==> config.mk <==
export PLATFORM = sky130hd
export DESIGN_NAME = lbp_back
export DESIGN_NICKNAME = d
export VERILOG_FILES = /design/src/rtl/core/lbp_3x3_operator_assert.svh /design/src/rtl/core/lbp_pkg.sv /design/src/rtl/core/lbp_back.sv
export SDC_FILE = /design/constraint.sdc
export NUM_CORES = 1
export LEC_CHECK = 0
export ABC_CLOCK_PERIOD_IN_PS = 3100
export BUFFER_PORTS_ARGS = -buffer_cell sky130_fd_sc_hd__buf_2
export CAP_MARGIN = 20
export CORE_ASPECT_RATIO = 1.1
export CORE_MARGIN = 10
export CORE_UTILIZATION = 35
export CTS_CLUSTER_DIAMETER = 150
export DETAILED_ROUTE_END_ITERATION = 10
export MAX_ROUTING_LAYER = met4
export PLACE_DENSITY = 0.5
export SETUP_SLACK_MARGIN = 0.5
export SYNTH_ARGS = -nofsm -noshare
export SYNTH_HDL_FRONTEND = slang
export SYNTH_SLANG_ARGS = --single-unit
export TNS_END_PERCENT = 50
==> constraint.sdc <==
create_clock -name clk -period 3.1 [get_ports clk]
set_clock_uncertainty 0.1 [all_clocks]
set_input_delay 0.465 -clock clk [delete_from_list [all_inputs] [get_ports clk]]
set_output_delay 0.465 -clock clk [all_outputs]
set_load 0.01 [all_outputs]
==> src/rtl/core/lbp_3x3_operator_assert.svh <==
// Assertion macros shared by the LBP operator RTL
`ifndef LBP_3X3_OPERATOR_ASSERT_SVH
`define LBP_3X3_OPERATOR_ASSERT_SVH

// condition never holds outside reset
`define LBP_ASSERT_NEVER(label, clk, rst, cond) \
  label: assert property (@(posedge clk) disable iff (rst) !(cond)) \
    else $error("lbp assertion failed");

// antecedent implies consequent in the same cycle
`define LBP_ASSERT_IMPLIES(label, clk, rst, ante, cons) \
  label: assert property (@(posedge clk) disable iff (rst) (ante) |-> (cons)) \
    else $error("lbp assertion failed");

// antecedent implies consequent in the next cycle
`define LBP_ASSERT_NEXT(label, clk, rst, ante, cons) \
  label: assert property (@(posedge clk) disable iff (rst) (ante) |=> (cons)) \
    else $error("lbp assertion failed");

`endif

==> src/rtl/core/lbp_pkg.sv <==
// Shared types and constants of the LBP operator
package lbp_pkg;

  localparam int MAX_WIDTH_DEFAULT = 4096;
  localparam int MAX_HEIGHT        = 4096;
  localparam int MIN_SIZE          = 3;
  localparam int PIXEL_W           = 8;
  localparam int ROW_W             = 12;
  localparam int SIZE_W            = 13;
  localparam int CFG_INDEX_W       = 1;
  localparam int CFG_DATA_W        = 13;
  localparam int QUEUE_DEPTH       = 4;
  localparam int QUEUE_PTR_W       = $clog2(QUEUE_DEPTH);
  localparam int QUEUE_COUNT_W     = $clog2(QUEUE_DEPTH + 1);

  localparam logic [SIZE_W-1:0] IMAGE_WIDTH_RESET  = 13'd640;
  localparam logic [SIZE_W-1:0] IMAGE_HEIGHT_RESET = 13'd480;

  typedef enum logic [CFG_INDEX_W-1:0] {
    CFG_IMAGE_WIDTH  = 1'b0,
    CFG_IMAGE_HEIGHT = 1'b1
  } cfg_index_t;

  localparam int BIT_TOP_LEFT     = 0;
  localparam int BIT_TOP          = 1;
  localparam int BIT_TOP_RIGHT    = 2;
  localparam int BIT_RIGHT        = 3;
  localparam int BIT_BOTTOM_RIGHT = 4;
  localparam int BIT_BOTTOM       = 5;
  localparam int BIT_BOTTOM_LEFT  = 6;
  localparam int BIT_LEFT         = 7;

  typedef struct packed {
    logic [PIXEL_W-1:0] pixel;
    logic [PIXEL_W-1:0] upper;
    logic [PIXEL_W-1:0] middle;
    logic               emit;
    logic               last;
  } lbp_word_t;

  typedef struct packed {
    logic      valid;
    lbp_word_t word;
  } lbp_push_t;

  typedef struct packed {
    logic      valid;
    lbp_word_t word;
  } lbp_head_t;

endpackage

==> src/rtl/core/lbp_back.sv <==
// Back end: 3x3 window, centre comparisons and output register
module lbp_back (
  input  logic                        clk,
  input  logic                        rst,
  input  lbp_pkg::lbp_head_t          head,
  output logic                        pop,
  output logic [lbp_pkg::PIXEL_W-1:0] lbp_code,
  output logic                        last_code,
  output logic                        out_valid,
  input  logic                        out_stall
);

  logic [lbp_pkg::PIXEL_W-1:0] win [6];
  logic [lbp_pkg::PIXEL_W-1:0] ctr;
  logic [lbp_pkg::PIXEL_W-1:0] code;

  assign pop = head.valid && (!out_valid || !out_stall);
  assign ctr = win[4];

  always_comb begin
    code = '0;
    code[lbp_pkg::BIT_TOP_LEFT]     = (ctr >= win[0]);
    code[lbp_pkg::BIT_TOP]          = (ctr >= win[3]);
    code[lbp_pkg::BIT_TOP_RIGHT]    = (ctr >= head.word.upper);
    code[lbp_pkg::BIT_RIGHT]        = (ctr >= head.word.middle);
    code[lbp_pkg::BIT_BOTTOM_RIGHT] = (ctr >= head.word.pixel);
    code[lbp_pkg::BIT_BOTTOM]       = (ctr >= win[5]);
    code[lbp_pkg::BIT_BOTTOM_LEFT]  = (ctr >= win[2]);
    code[lbp_pkg::BIT_LEFT]         = (ctr >= win[1]);
  end

  always_ff @(posedge clk) begin
    if (rst) begin
      for (int i = 0; i < 6; i++) begin
        win[i] <= '0;
      end
      out_valid <= 1'b0;
    end else begin
      if (pop) begin
        win[0]    <= win[3];
        win[1]    <= win[4];
        win[2]    <= win[5];
        win[3]    <= head.word.upper;
        win[4]    <= head.word.middle;
        win[5]    <= head.word.pixel;
        out_valid <= head.word.emit;
      end else if (!out_stall) begin
        out_valid <= 1'b0;
      end
    end
  end

  always_ff @(posedge clk) begin
    if (pop) begin
      lbp_code  <= code;
      last_code <= head.word.last;
    end
  end

endmodule

==> results.cfg <==
[run_status]
outcome = finished clean

[clock_network]
clock-root-buffer = clkbuf_16
cts_max_path_buffers = 2
cts.sinks = 58
path_clk_slew_ns = 0.05
clock_latency_ns = 0.32
cts-buffers-inserted = 9
cts-resized-gates = 0
ctsHoldBuffers = 0
post_cts_buffers = 0
cts_max_level = 3
cts_tree = built

[grt]
grt_overflow = 0
track_usage = 0.104
grt_pass1_wl_um = 11700
antenna_found_initial = 0
grt_max_degree = 42
grt_pass1_vias = 2460

[die]
std_cell_rows = 39
chipHeight_um = 127
die_w_um = 117
core_um2 = 10300
ios = 41
die-area_um2 = 14900
initial_core_util = 0.354

[worst_setup_path]
critical_path.max_stage_delay_ns = 0.60
arrival_ns = 1.90
cpLargestDelayFamily = flip-flops
cp_cell_sequence = ha_1 -> a21o_1 -> a221oi_1 -> o21ai_0
critPathBufInv = 0
worstPathMaxFanout = 9
crit_path_end_kind = flip-flop
cp_slowest_cell = edfxtp_1
startpoint_type = flip-flop
crit_type = reg2reg
timing.critical_path.required_ns = 3.06

[placed_design]
gp_congestion = 0.828
portBuffers = 40
place_ws_ns = 1.09
detailed_place_hpwl_um = 5160

[power_and_ir_drop]
cellPowerDensity_nw_per_um2 = 539
internal_power_mw = 1.78
leakagePower_nw = 2.15
ir_drop_mv = 0.270
netSwitchingFraction = 0.234
p_sw_mw = 0.544
p_seq_frac = 0.420
clkPwrFrac = 0.441
comb_power_share = 0.139

[yosys]
syn_nets = 403
synth_area_per_cell_um2 = 11.8
synth_seq_cells = 58
synth_cell_type_count = 21
syn-cell-area_um2 = 3650
yosysWarningCount = 0
syn_inst = 309
ys_seq_area_frac = 0.474

[routing]
wire_per_inst_um = 14.0
drt_iter0_markers = 67
via_count = 2338
vias_per_cell = 4.61
routed_wl_um = 7080
ant_nets = 0
drtPass1Iterations = 4
remaining_drc_errors = 0

[finish]
antennaDiodeCount = 0
drive_above_1_share = 0.217
multi_input_area_um2 = 1650
layout_common_cells = ha_1 (64), inv_1 (57), edfxtp_1 (57), buf_2 (40), and2_1 (31)
synthToLayoutAreaGrowth_pct = 18.3
regArea_um2 = 1730
mostFrequentLayoutCell = ha_1
final_util = 0.419
nNetsFinal = 453
nFillCells = 996

[timing]
tightest_slew_ns = 0.484
setup_viol = 0
tns_ns = 0
slew_headroom = 0.677
maxSlewViolCount = 0
max_freq_ghz = 0.515
period_minus_slack_ns = 1.94
hold_viol = 0
layout_setup_ws_ns = 1.16
rsz0062_at_grt = false
finalCritPeriodShare = 0.626

[hold_path]
hp-class = in2reg

[job]
maxCapViolations = 0
==> per-layer routing <==
| metal | track usage | share of wire | vias up |
|---|---|---|---|
| met1 | 0.112 | 0.45 | 1107 |
| li1 | - | - | 1190 |
| met3 | 0.0264 | 0.030 | 11 |
| met2 | 0.174 | 0.49 | 30 |
| met4 | 0.0567 | 0.024 | 0 |
| met5 | - | 0 | - |
==> worst paths after layout <==
| path | start | end | slack, ns | cells after the start |
|---|---|---|---|---|
| worst max-delay path | win[4][4]$_SDFFCE_PN0P_ | lbp_code[1]$_DFFE_PP_ | 1.16 | 4 |
| worst min-delay path | head[0] | last_code$_DFFE_PP_ | 0.21 | 1 |
| worst max register to register | win[4][4]$_SDFFCE_PN0P_ | lbp_code[1]$_DFFE_PP_ | 1.16 | 4 |
| worst min register to register | win[3][2]$_SDFFCE_PN0P_ | win[0][2]$_SDFFCE_PN0P_ | 0.45 | 1 |
==> cells in the mapped netlist <==
| cell type | n | area share |
|---|---|---|
| dfxtp_1 | 1 | 0.0055 |
| nor2_1 | 1 | 0.0010 |
| ha_1 | 64 | 0.22 |
| and3_1 | 8 | 0.014 |
| buf_6 | 1 | 0.0031 |
| nor2b_4 | 1 | 0.0038 |
| buf_8 | 2 | 0.0082 |
| a31oi_1 | 8 | 0.014 |
| nand2b_1 | 8 | 0.014 |
| a22oi_1 | 1 | 0.0021 |
| and2_1 | 31 | 0.053 |
| and2_2 | 17 | 0.035 |
| edfxtp_1 | 57 | 0.47 |
| o21ai_0 | 8 | 0.011 |
| a221oi_1 | 8 | 0.019 |
| inv_1 | 57 | 0.059 |
| a21boi_4 | 1 | 0.0051 |
| clkbuf_2 | 2 | 0.0027 |
| a21o_1 | 24 | 0.049 |
| nand3_1 | 8 | 0.011 |
| or2_2 | 1 | 0.0017 |
==> final cells by class <==
class                      instances  share of cell area
timing repair buffer              44              0.0533
sequential                        58               0.401
clock inverter                     7              0.0194
clock buffer                       9              0.0522
multi-input combinational        189               0.383
inverter                          57              0.0496
tap                              143              0.0414
==> through the flow <==
step	total power, mW	hold slack, ns	std cells	area [µm²]
3_5_place_dp	1.32	0.437	491	4010
5_1_grt	2.47	0.200	507	4320
2_1_floorplan	1.21	0.425	309	3650
6_report	2.33	0.211	507	4320
4_1_cts	2.36	0.201	507	4320
3_3_place_gp	1.32	0.430	491	4010
==> kinds of logic after synthesis <==
| kind of cell | count (synthesis) | synth area share |
|---|---|---|
| and+or+nand+nor | 75 | 0.133 |
| adders and majority gates | 64 | 0.219 |
| buffers and inverters | 62 | 0.0727 |
| DFF | 58 | 0.474 |
| AOI/OAI and AO/OA | 50 | 0.100 |
==> registers in the layout (all words and copies together) (netlist names) <==
signal and cells:
lbp_code 8, out_valid 1, last_code 1, win 48
==> power groups by stage <==
stage	Sequential, mW	Clock (mW)	Combinational [mW]
detailed placement	0.996	0	0.329
finish	0.979	1.03	0.323
global placement	0.995	0	0.322
global route	0.988	1.10	0.383
floorplan	0.987	0	0.221
CTS	0.981	1.05	0.332
No activity file was read; power rests on OpenSTA's default activity.
