`src/rtl/core/lbp_3x3_operator_assert.svh`:
```
// Assertion macros shared by the LBP operator RTL
`ifndef LBP_3X3_OPERATOR_ASSERT_SVH
`define LBP_3X3_OPERATOR_ASSERT_SVH

// condition never holds outside reset
`define LBP_ASSERT_NEVER(label, clk, rst, cond) \
  label: assert property (@(posedge clk) disable iff (rst) !(cond)) \
    else $error("lbp assertion failed");

// antecedent implies consequent in the same cycle
`define LBP_ASSERT_IMPLIES(label, clk, rst, ante, cons) \
  label: assert property (@(posedge clk) disable iff (rst) (ante) |-> (cons)) \
    else $error("lbp assertion failed");

// antecedent implies consequent in the next cycle
`define LBP_ASSERT_NEXT(label, clk, rst, ante, cons) \
  label: assert property (@(posedge clk) disable iff (rst) (ante) |=> (cons)) \
    else $error("lbp assertion failed");

`endif

```
`src/rtl/core/lbp_pkg.sv`:
```
// Shared types and constants of the LBP operator
package lbp_pkg;

  localparam int MAX_WIDTH_DEFAULT = 4096;
  localparam int MAX_HEIGHT        = 4096;
  localparam int MIN_SIZE          = 3;
  localparam int PIXEL_W           = 8;
  localparam int ROW_W             = 12;
  localparam int SIZE_W            = 13;
  localparam int CFG_INDEX_W       = 1;
  localparam int CFG_DATA_W        = 13;
  localparam int QUEUE_DEPTH       = 4;
  localparam int QUEUE_PTR_W       = $clog2(QUEUE_DEPTH);
  localparam int QUEUE_COUNT_W     = $clog2(QUEUE_DEPTH + 1);

  localparam logic [SIZE_W-1:0] IMAGE_WIDTH_RESET  = 13'd640;
  localparam logic [SIZE_W-1:0] IMAGE_HEIGHT_RESET = 13'd480;

  typedef enum logic [CFG_INDEX_W-1:0] {
    CFG_IMAGE_WIDTH  = 1'b0,
    CFG_IMAGE_HEIGHT = 1'b1
  } cfg_index_t;

  localparam int BIT_TOP_LEFT     = 0;
  localparam int BIT_TOP          = 1;
  localparam int BIT_TOP_RIGHT    = 2;
  localparam int BIT_RIGHT        = 3;
  localparam int BIT_BOTTOM_RIGHT = 4;
  localparam int BIT_BOTTOM       = 5;
  localparam int BIT_BOTTOM_LEFT  = 6;
  localparam int BIT_LEFT         = 7;

  typedef struct packed {
    logic [PIXEL_W-1:0] pixel;
    logic [PIXEL_W-1:0] upper;
    logic [PIXEL_W-1:0] middle;
    logic               emit;
    logic               last;
  } lbp_word_t;

  typedef struct packed {
    logic      valid;
    lbp_word_t word;
  } lbp_push_t;

  typedef struct packed {
    logic      valid;
    lbp_word_t word;
  } lbp_head_t;

endpackage

```
`src/rtl/core/lbp_queue.sv`:
```
// Short word queue between front end and back end
`include "lbp_3x3_operator_assert.svh"

module lbp_queue (
  input  logic                              clk,
  input  logic                              rst,
  input  lbp_pkg::lbp_push_t                push,
  input  logic                              pop,
  output lbp_pkg::lbp_head_t                head,
  output logic [lbp_pkg::QUEUE_COUNT_W-1:0] count
);

  localparam int PW = lbp_pkg::QUEUE_PTR_W;
  localparam int CW = lbp_pkg::QUEUE_COUNT_W;

  lbp_pkg::lbp_word_t  entries [lbp_pkg::QUEUE_DEPTH];
  logic [PW-1:0]       wr_ptr, rd_ptr;
  logic                do_pop;

  assign do_pop = pop && (count != '0);

  always_ff @(posedge clk) begin
    if (rst) begin
      wr_ptr <= '0;
      rd_ptr <= '0;
      count  <= '0;
    end else begin
      if (push.valid) begin
        wr_ptr <= wr_ptr + PW'(1);
      end
      if (do_pop) begin
        rd_ptr <= rd_ptr + PW'(1);
      end
      count <= count + CW'(push.valid) - CW'(do_pop);
    end
  end

  always_ff @(posedge clk) begin
    if (push.valid) begin
      entries[wr_ptr] <= push.word;
    end
  end

  assign head.valid = (count != '0);
  assign head.word  = entries[rd_ptr];

  `LBP_ASSERT_NEVER(a_no_overflow, clk, rst,
                    push.valid && !do_pop && (count == CW'(lbp_pkg::QUEUE_DEPTH)))
  `LBP_ASSERT_NEVER(a_no_underflow, clk, rst, pop && (count == '0))
  `LBP_ASSERT_IMPLIES(a_ptr_track, clk, rst, count == '0, wr_ptr == rd_ptr)

endmodule

```
`config.mk`:
```
export PLATFORM = sky130hd
export DESIGN_NAME = lbp_queue
export DESIGN_NICKNAME = d
export VERILOG_FILES = /design/src/rtl/core/lbp_pkg.sv /design/src/rtl/core/lbp_queue.sv
export VERILOG_INCLUDE_DIRS = /design/src /design/src/rtl/core
export SDC_FILE = /design/constraint.sdc
export NUM_CORES = 1
export LEC_CHECK = 0
export ABC_AREA = 1
export BUFFER_PORTS_ARGS = -buffer_cell sky130_fd_sc_hd__buf_2
export CELL_PAD_IN_SITES_DETAIL_PLACEMENT = 0
export CELL_PAD_IN_SITES_GLOBAL_PLACEMENT = 1
export CORE_MARGIN = 5
export CORE_UTILIZATION = 46
export CTS_CLUSTER_DIAMETER = 60
export DETAILED_ROUTE_END_ITERATION = 8
export PLACE_DENSITY_LB_ADDON = 0.1
export REMOVE_ABC_BUFFERS = 1
export SLEW_MARGIN = 30
export SYNTH_ARGS = -nofsm -noshare
export SYNTH_HDL_FRONTEND = slang
export SYNTH_SLANG_ARGS = --single-unit
```
`constraint.sdc`:
```
create_clock -name clk -period 2.1 [get_ports clk]
set_input_delay 0.315 -clock clk [delete_from_list [all_inputs] [get_ports clk]]
set_output_delay 0.315 -clock clk [all_outputs]
set_load 0.01 [all_outputs]
```
==> results.sh <==
export IMPL_status="finished clean"
export IMPL_hold_depth=1
export IMPL_hold_viol=0
export IMPL_cap_viol_max_count=0
export IMPL_hpwlAfterDp_um=5410
export IMPL_via_per_inst=5.20
export IMPL_core_mm2=0.00920
export IMPL_slew_headroom_pct=80.8
export IMPL_fin_worst_skew_ns=0.00783
export IMPL_combinationalPowerShare_pct=19.0
export IMPL_fp_row_count=35
export IMPL_cp_end_kind="output port"
export IMPL_grt_use_total_pct=16.5
export IMPL_whs_ns=0.0266
export IMPL_share_clk_of_total_power_pct=43.0
export IMPL_reg2reg_from="count[1]"
export IMPL_leakage_nw=2.08
export IMPL_antenna_found_initial=0
export IMPL_dp_cells=480
export IMPL_ys_types=18
export IMPL_cts_sinks=113
export IMPL_io_pins=60
export IMPL_synthMostInstantiatedCell="edfxtp_1"
export IMPL_cts_buffer_depth=2
export IMPL_place_congestion=0.699
export IMPL_final_nets=430
export IMPL_report_final_setup_viol=0
export IMPL_cts_tree="done"
export IMPL_antenna_cells=0
export IMPL_synth_common_cells="104 x edfxtp_1, 59 x nor2_1, 37 x o21ai_0, 26 x o22ai_1, 17 x o21ai_1"
export IMPL_arrival_ns=1.66
export IMPL_synth_area_leaders="edfxtp_1 73%, nor2_1 5.1%, o21ai_0 4.3%"
export IMPL_path_class="reg -> out"
export IMPL_overflow=0
export IMPL_num_vias=2686
export IMPL_fill_cells=753
export IMPL_clkLatencyLatePin_ns=0.50
export IMPL_p_int_mw=5.15
export IMPL_worstMarginPinSlew_ns=0.288
export IMPL_swShare_pct=26.5
export IMPL_p_seq_share_pct=38.0
export IMPL_portBuffers=59
export IMPL_rsz0062_at_grt="false"
export IMPL_cellPowerDensity_mw_per_mm2=1290
export IMPL_die_w_um=107
export IMPL_hold_end="entries[3][11]"
export IMPL_hold_class="in -> reg"
export IMPL_setup_tns_ns=0
export IMPL_r2r_end="count[2]"
export IMPL_syn_area_per_cell_um2=13.8
export IMPL_rrSetupSlack_ns=0.37
export IMPL_slew_viol_final=0
export IMPL_htreeDepth=4
export IMPL_ys_seq_area_share_pct=76.7
export IMPL_synth_area_mm2=0.00431
export IMPL_clk_pin_slew_worst_paths_ns=0.06
export IMPL_synth_edf_count=104
export IMPL_wirelength_um=8800
export IMPL_cts_buffers=17
export IMPL_drtAntennaViolNets=0
export IMPL_fmax_mhz=506
export IMPL_die_area_mm2=0.0114
export IMPL_period_needed_ns=1.98
export IMPL_first_pass_iters=7
export IMPL_cts_root_buffer="clkbuf_8"
export IMPL_cp_start_kind="register"
export IMPL_design_area_mm2=0.00545
export IMPL_grt_pass1_wl_um=14000
export IMPL_ys_flop_type="edfxtp_1"
export IMPL_worstPathRequired_ns=1.78
export IMPL_placed_cell_area_mm2=0.00474
export IMPL_syn_inst=312
export IMPL_grt_pass1_vias=2703
export IMPL_yosysWarnings=0
export IMPL_final_cells=517
export IMPL_path_max_fanout=52
export IMPL_rr_worst_depth=8
export IMPL_dieHeight_um=107
export IMPL_drt_iter0_drc=109
export IMPL_async_flop_share_pct=0
export IMPL_post_route_period_util_pct=94.1
export IMPL_synth_top_area_share_pct=72.5
export IMPL_drive_above_1_share_pct=26.8
export IMPL_area_growth_pct=26.6
export IMPL_grt_start_max_net_pins=53
export IMPL_p_sw_mw=1.86
export IMPL_synth_seq_cells=113
export IMPL_peakVddDrop_mv=0.778
export IMPL_wire_per_inst_um=17.0
export IMPL_yosysTopAreaCell="edfxtp_1"
export IMPL_start_util_pct=46.8
export IMPL_min_from="push[11]"
export IMPL_drcViolationCount=0
[final cells by class]
class,count,area (µm²),area share (%)
flip-flops and latches,113,3310,60.6
multi-input cells,166,837,15.3
repair buffers,77,453,8.30
clock buffers,19,422,7.73
clock inverters,13,210,3.85
well taps,111,139,2.55
inverters,18,86.3,1.58
[per-layer routing]
layer  GRT usage (%)  vias up  part of all wire, %
li1                -     1306                    -
met1            21.5     1317                   44
met2            27.2       56                   51
met3            4.39        7                  4.2
met4            4.93        0                 0.93
met5               0        -                    0
[cells in the final DEF, fill, tap and decap left out]
| master | synthesis | final |
|---|---|---|
| o21ai_0 | 37 | 37 |
| edfxtp_1 | 104 | 104 |
| clkbuf_16 | 0 | 16 |
| clkinv_2 | 0 | 2 |
| clkinvlp_4 | 0 | 2 |
| o22ai_1 | 26 | 26 |
| nand2_1 | 12 | 12 |
| o21ai_1 | 17 | 17 |
| nor2_1 | 59 | 59 |
| inv_16 | 0 | 1 |
| clkbuf_1 | 0 | 2 |
| inv_1 | 16 | 16 |
| bufinv_16 | 0 | 5 |
| a21oi_1 | 5 | 5 |
| nand3_1 | 2 | 2 |
| clkbuf_8 | 0 | 1 |
| inv_6 | 0 | 1 |
| dfxtp_4 | 0 | 1 |
| buf_4 | 6 | 15 |
| ha_1 | 6 | 6 |
| a21boi_0 | 1 | 1 |
| inv_4 | 1 | 1 |
| clkinv_4 | 0 | 3 |
| buf_2 | 8 | 59 |
| dfxtp_1 | 9 | 8 |
| buf_8 | 0 | 1 |
| buf_12 | 0 | 1 |
| dlygate4sd3_1 | 0 | 1 |
| fa_1 | 1 | 1 |
[metrics by stage]
step	util [%]	power, mW	setup slack [ns]
2_1_floorplan	-	3.42	0.0146
3_3_place_gp	51.6	3.95	0.388
3_5_place_dp	51.6	3.96	0.367
4_1_cts	58.7	6.99	0.0154
5_1_grt	59.3	7.38	0.0162
6_report	59.3	7.01	0.124
[how the worst max path moves through the flow]
stage / startpoint / endpoint / slack, ns
5_1_grt: register / head[0] / 0.02
6_report: register / head[0] / 0.12
4_1_cts: register / head[0] / 0.02
3_3_place_gp: count[1] / count[2] / 0.39
3_5_place_dp: count[2] / count[2] / 0.37
2_1_floorplan: register / head[0] / 0.01
[what timing repair did]
action / 4_1_cts / 5_1_grt
gates resized for setup: 4 / 4
buffers inserted: 0 / 4
hold buffers: 1 / 0
endpoints found under the hold margin: 2 / 0
setup endpoints to repair: 26 / 16
[sequential cells by signal (all words and copies together), names as in the netlist, named ones only]
register,cells
count,3
rd_ptr,2
entries,104
wr_ptr,2
[cell families after synthesis]
family	after synthesis	share of synthesized area, %
DFF	113	76.7
and+or+nand+nor	73	6.42
adders and majority gates	7	2.21
buffers and inverters	33	3.86
AOI/OAI and AO/OA	86	10.8
[power by group through the flow]
| stage | Sequential, mW | Clock, mW | Combinational [mW] |
|---|---|---|---|
| after floorplan | 2.76 | 0 | 0.665 |
| after global placement | 2.72 | 0 | 1.23 |
| after detailed placement | 2.73 | 0 | 1.24 |
| after CTS | 2.69 | 3.05 | 1.25 |
| after global routing | 2.68 | 3.19 | 1.51 |
| final | 2.67 | 3.01 | 1.33 |
[critical path, cell delays in order, from the launching register on]
cell	delay, ns
dfxtp_4	0.38
buf_12	0.15
inv_16	0.15
o21ai_0	0.11
o22ai_1	0.20
buf_2	0.18
Power figures use the tool's default switching activity.
